--- config.mk ---
export PLATFORM = sky130hd
export DESIGN_NAME = tsw_ctrl
export DESIGN_NICKNAME = d
export VERILOG_FILES = /design/src/rtl/tsw_pkg.sv /design/src/rtl/tsw_ctrl.sv
export SDC_FILE = /design/constraint.sdc
export NUM_CORES = 1
export LEC_CHECK = 0
export ABC_AREA = 0
export BUFFER_PORTS_ARGS = -buffer_cell sky130_fd_sc_hd__clkbuf_2
export CAP_MARGIN = 15
export CORE_AREA = 2 2 39 41
export DETAILED_ROUTE_END_ITERATION = 7
export DIE_AREA = 0 0 41 43
export PLACE_DENSITY = 0.53
export RECOVER_POWER = 50
export SLEW_MARGIN = 40
export SYNTH_ARGS = -nofsm -noshare
export SYNTH_HDL_FRONTEND = slang
export SYNTH_SLANG_ARGS = --single-unit
--- constraint.sdc ---
create_clock -name clk -period 1.9 [get_ports clk]
set_clock_uncertainty 0.1 [all_clocks]
set_input_delay 0 -clock clk [delete_from_list [all_inputs] [get_ports clk]]
set_output_delay 0 -clock clk [all_outputs]
set_load 0.01 [all_outputs]
--- src/rtl/tsw_pkg.sv ---
// ----------------------------------------------------------------------------
// tsw_pkg
// shared constants, codes and controller/datapath interface types for the
// tcp send window buffer
// ----------------------------------------------------------------------------
package tsw_pkg;

  localparam int BUF_BYTES = 32768;
  localparam int ADDR_W    = 15;
  localparam int SEG_BYTES = 1024;
  localparam int LEN_W     = 11;
  localparam int MAX_SEGS  = 32;
  localparam int SEGN_W    = 5;
  localparam int WIN_W     = 15;
  localparam int PADDR_W   = 4;

  localparam logic [2:0] ACT_APPEND = 3'd0;
  localparam logic [2:0] ACT_ACK    = 3'd1;
  localparam logic [2:0] ACT_SEND   = 3'd2;
  localparam logic [2:0] ACT_RETX   = 3'd3;
  localparam logic [2:0] ACT_READ   = 3'd4;
  localparam logic [2:0] ACT_START  = 3'd5;

  localparam logic [1:0] KIND_STATUS = 2'd0;
  localparam logic [1:0] KIND_SEG    = 2'd1;
  localparam logic [1:0] KIND_READ   = 2'd2;
  localparam logic [1:0] KIND_RETX   = 2'd3;

  localparam logic [1:0] REG_RECV_WIN = 2'd0;
  localparam logic [1:0] REG_CONG_WIN = 2'd1;
  localparam logic [1:0] REG_SEQ_LIM  = 2'd2;

  typedef struct packed {
    logic clr;
    logic append;
    logic set_start;
    logic status;
    logic rd;
    logic ack_begin;
    logic ack_step;
    logic send_none;
    logic send_step;
    logic scan_begin;
    logic scan_step;
  } cmd_t;

  typedef struct packed {
    logic ack_ok;
    logic left_zero;
    logic clr_done;
    logic walk_done;
    logic send_last;
    logic scan_stop;
  } stat_t;

endpackage

--- src/rtl/tsw_ctrl.sv ---
// ----------------------------------------------------------------------------
// tsw_ctrl
// sequencing state machine: clearing pass, ack walk, segmenting, mark scan
// ----------------------------------------------------------------------------
module tsw_ctrl (
  input  logic           clk,
  input  logic           rst_n,
  input  logic           start,
  input  logic [2:0]     action,
  input  tsw_pkg::stat_t stat,
  output tsw_pkg::cmd_t  cmd,
  output logic           busy
);

  localparam logic [2:0] ST_IDLE  = 3'd0;
  localparam logic [2:0] ST_CLEAR = 3'd1;
  localparam logic [2:0] ST_ACK   = 3'd2;
  localparam logic [2:0] ST_SEND  = 3'd3;
  localparam logic [2:0] ST_SCAN  = 3'd4;

  logic [2:0] state_r, state_nxt;

  always_comb begin
    state_nxt = state_r;
    cmd       = '0;
    case (state_r)
      ST_IDLE: begin
        if (start) begin
          case (action)
            tsw_pkg::ACT_APPEND: begin
              cmd.append = 1'b1;
              cmd.status = 1'b1;
            end
            tsw_pkg::ACT_ACK: begin
              if (stat.ack_ok) begin
                cmd.ack_begin = 1'b1;
                state_nxt     = ST_ACK;
              end else begin
                cmd.status = 1'b1;
              end
            end
            tsw_pkg::ACT_SEND: begin
              if (stat.left_zero) begin
                cmd.send_none = 1'b1;
              end else begin
                state_nxt = ST_SEND;
              end
            end
            tsw_pkg::ACT_RETX: begin
              cmd.scan_begin = 1'b1;
              state_nxt      = ST_SCAN;
            end
            tsw_pkg::ACT_READ: begin
              cmd.rd = 1'b1;
            end
            tsw_pkg::ACT_START: begin
              cmd.set_start = 1'b1;
              cmd.status    = 1'b1;
            end
            default: begin
              cmd.status = 1'b1;
            end
          endcase
        end
      end
      ST_CLEAR: begin
        cmd.clr = 1'b1;
        if (stat.clr_done) state_nxt = ST_IDLE;
      end
      ST_ACK: begin
        cmd.ack_step = 1'b1;
        if (stat.walk_done) state_nxt = ST_IDLE;
      end
      ST_SEND: begin
        cmd.send_step = 1'b1;
        if (stat.send_last) state_nxt = ST_IDLE;
      end
      ST_SCAN: begin
        cmd.scan_step = 1'b1;
        if (stat.scan_stop) state_nxt = ST_IDLE;
      end
      default: begin
        state_nxt = ST_IDLE;
      end
    endcase
  end

  always_ff @(posedge clk) begin
    if (!rst_n) begin
      state_r <= ST_CLEAR;
    end else begin
      state_r <= state_nxt;
    end
  end

  assign busy = (state_r != ST_IDLE);

endmodule

-- Word level (Yosys, flattened, before mapping)
Cells that the tools add are included.
- bits in registers: 3
- input bits: 12
- output and inout port bits: 12
- word-level logic and storage cells: 52
- equality and inequality tests: 17
- mux-type cells: 29
- reductions and logical operators: 5
- operators with widths (kind ; number):
    $mux W3 ; 7
    $mux W1 ; 17
    $pmux W3 S5 ; 1
    $eq A3 B2 Y1 const B ; 4
    $mux W5 ; 2
    $ne A2 B2 Y1 const B ; 5
    $eq A3 B3 Y1 const B ; 3
    $pmux W3 S3 ; 1
    $reduce_and A8 Y1 ; 1
    $eq A3 B1 Y1 const B ; 2
    $logic_not A3 Y1 ; 2
    $ne A3 B3 Y1 const B ; 2
    $ne A4 B1 Y1 const B ; 1
    $reduce_bool A3 Y1 ; 1
    $reduce_or A3 Y1 ; 1
    $pmux W1 S2 ; 1

-- Longest topological paths before layout
- depth in word-level cells: 5
- mapped depth: 4
- gate-level depth less buffers: 3

-- Worst setup path after synthesis
Ideal clock, no wire load.
- path kind: reg-to-reg
- start point: reg state_r[1]
- end point: reg state_r[2]
- setup time: 58 ps
- arrival time: 1363 ps
- required time: 1742 ps
- slack: 378 ps
- cell stages (with the launch flop): 5
- buffers on the path: 1
- cell sequence: dfxtp_1 buf_6 or4b_4 nor3_2 o21a_1
- cells in the longest elaborated chain, start to end: 3
- elaborated cells on any way between the ends: 15
- classes of those cells: eq/ne (12); mux (1); reduce/logical (2)
- ends and longest elaborated chain (what ; line ; text):
    start: declaration ; tsw_ctrl.sv:21 ; logic [2:0] state_r, state_nxt;
    start signal: assignment ; tsw_ctrl.sv:92 ; state_r <= state_nxt;
    $logic_not A3 Y1, or another cell as far along ; tsw_ctrl.sv:26 ; case (state_r)
    $ne A4 B1 Y1 (no line), or another cell as far along ; -- ;
    $reduce_and A8 Y1 (no line) ; -- ;
Parallel ways exist; a longest one is shown, timed or not.
A chain may end at the register's enable or synchronous reset.

==> results.md <==
- Outcome: completed
- CP Max Fanout: 9
- Via-to-Cell Ratio: between 4 and 5
- Max_slew headroom: 78.56%
- Final Setup Violations: 0
- Maxcap violations: 0
- Worst EP required: 1.80 ns
- Clk sinks: 3
- Worst-path clk slew: 0.04 ns
- DIE HEIGHT: between 40 and 50 um
- Post-detail-place hpwl: roughly 600 um
- Post-CTS setup buffers: 0
- CP max stage cell: or4b_4
- Slowest stage delay, CP: 0.58 ns
- Arr. time, crit path: 1.64 ns
- Die X: roughly 41 um
- Peak VDD IR: 138.3 uV
- Gr ovfl total: 0
- Max Root-Sink Buffers: 2
- IO Count: 24
- Pin count of the biggest net entering global routing: 11
- Vias post-DR: 385
- Full die area: between 1500 and 2000 um2
- CP Capture Type: output pin
- Max Clock Freq: approximately 0.57 GHz
- Seq/Total Area, Yosys: 18.68%
- Initial antenna violation count: 0
- EDFF count, synth: 0
- Netlist Area Pre-Place: ~320 um2
- DRC Markers: 0
- Most frequent cell after synthesis: nor3b_1
- Initial core utilization: between 20% and 30%
- Sum of negative setup slack: 0 ns
- DRT iter0 DRCs: 8
- Total Wirelength: around 840 um
- Biggest register: state_r
- Max reg flops: 3
- Placed Area: roughly 430 um2
- PD cells: 485.0 nW/um2
- Post-DR wirelength/cell: ~10 um
- Share of the synthesized area in the top cell type: 18.68%
- Synth top area cells: dfxtp_1 19%, nor3b_1 12%, nand3b_1 9.3%
- Final RePlAce weighted congestion: 0.7316
- Register area: 60.06 um2
- Final min period: 1.741 ns
- Regs by FF count: state_r x3
- Yosys cell types: 23
- Synth area leader: dfxtp_1
- Root Buffer: clkbuf_4
- Synth top cells by count: 5 x nor3b_1, 4 x nand3b_1, 3 x buf_2, 3 x dfxtp_1
- Core ar.: roughly 1400 um2
- Least-Margin Pin Slew: ~0.32 ns
- Vias in the first global route: ~300
- Post-synth ARST share: 0%
- CTS tree: yes
- Synthesis-to-layout area growth: 52.92%
- Port Buffer Count: 23
- Syn Inst Count: 38
- # diodes: 0
- RSZ-0062 raised after global routing: false
- WS Path Type: reg2out
- WP buf/inv: 1
- Fillers: between 150 and 200
- Syn_area_per_cell: 8.462 um2
- Fin area: ~490 um2
- Worst setup SP type: flip-flop
- Max-slew violations: 0
- HP Class: in2reg
- LEAKAGE: between 0.2 and 0.25 nW
- Rows: 14
- Synth warnings: 0
- H-tree depth: 1
- Total track usage: about an eighth
- TritonRoute pass-1 iters: 4
- Most used DFF post-synth: dfxtp_1
- Worst skew pair latency: between 0.2 and 0.25 ns
- Total Nets Final: 78
- CP delay by family, top: simple AND/OR/NAND/NOR gates
- First-pass GRT wire length: 1338 um
- #FFs+latches synth: 3
- Routed Antenna Nets: 0
- Layout cells sized above 1: about two fifths
- Fin crit share: around nine tenths
- Synthesized Nets: 50
- Final Hold Fails: 0
- CTS Buf Count: 3
- Multi-input gate area: 236.5 um2
- Sequence of cells on the critical path: or4b_4 > nor3_1 > clkbuf_2
[cell usage in the layout, fill, tap and decap left out, drive strengths merged]
cell type and instances:
clkbuf 27, nor3b 5, nand3b 4, dlygate4sd3 4
nor3 3, dfxtp 3, nand2 2, a211o 2
mux2i 2, nor4b 1, o21ai 1, or4b 1
a21oi 1, nand2b 1, nor2 1, and3b 1
or3 1, nor2b 1, o21a 1, o311ai 1
or3b 1, a21boi 1
[final cells by class]
cell class / count / area share (%)
flip-flops and latches: 3 / 12.21
multi-input cells: 31 / 48.09
repair buffers: 27 / 30.28
clock buffers: 4 / 5.344
well taps: 16 / 4.071
[worst reg2reg max path: stages (launching register included)]
cell	delay [ns]
dfxtp_1	0.38
or4b_4	0.58
nor3_1	0.26
o21a_1	0.16
[cells by family (layout without fill, tap and decap cells)]
group | Yosys count | count (layout) | share of synthesized area, %
AND/OR/NAND/NOR | 22 | 22 | 49.81
AO/OA/AOI/OAI | 7 | 7 | 17.12
multiplexers | 2 | 2 | 6.226
flip-flops | 3 | 3 | 18.68
buffers and inverters | 4 | 31 | 8.170
[final timing paths]
path / from / to / cells past startpoint / slack [ns]
max: state_r[1] / cmd[1] / 3 / 0.16
min reg2reg: state_r[1] / state_r[1] / 2 / 0.53
max reg2reg: state_r[1] / state_r[2] / 3 / 0.36
min: stat[1] / state_r[1] / 4 / 0.02
[what timing repair did]
action | in CTS | in global routing
hold buffers | 4 | 0
endpoints found under the hold margin | 3 | 0
setup endpoints to repair | 0 | 3
gates resized for setup | 0 | 1
[stage by stage]
step | setup slack, ns | std cells | utilization [%] | power [mW] | hold slack (ns)
6_report | 0.1585 | 81 | 35.53 | 0.2385 | 0.01713
4_1_cts | 0.1081 | 81 | 35.90 | 0.2452 | 0.01279
3_3_place_gp | 0.4124 | 73 | 31.10 | 0.1220 | 0.1113
3_5_place_dp | 0.3720 | 73 | 31.10 | 0.1223 | 0.1124
5_1_grt | 0.02983 | 81 | 35.53 | 0.2655 | 0.02108
2_1_floorplan | 0.3784 | 38 | - | 0.1017 | -0.06263
[layer usage]
layer / global-route usage, % / part of all wire, % / up-vias
met5: 0 / 0 / -
met4: 14.00 / 2.6 / 0
met3: 4.712 / 9.6 / 2
met2: 14.06 / 42 / 22
met1: 15.43 / 45 / 162
li1: - / - / 199
[power by group]
part / switching [mW] / leakage (nW) / total (mW) / internal, mW
clock: 0.0329 / 0.0150 / 0.112 / 0.0787
combinational: 0.0252 / 0.163 / 0.0563 / 0.0312
sequential: 0.00500 / 0.0245 / 0.0705 / 0.0655
total: 0.0631 / 0.202 / 0.238 / 0.175
(Power assumes the default switching activity.)
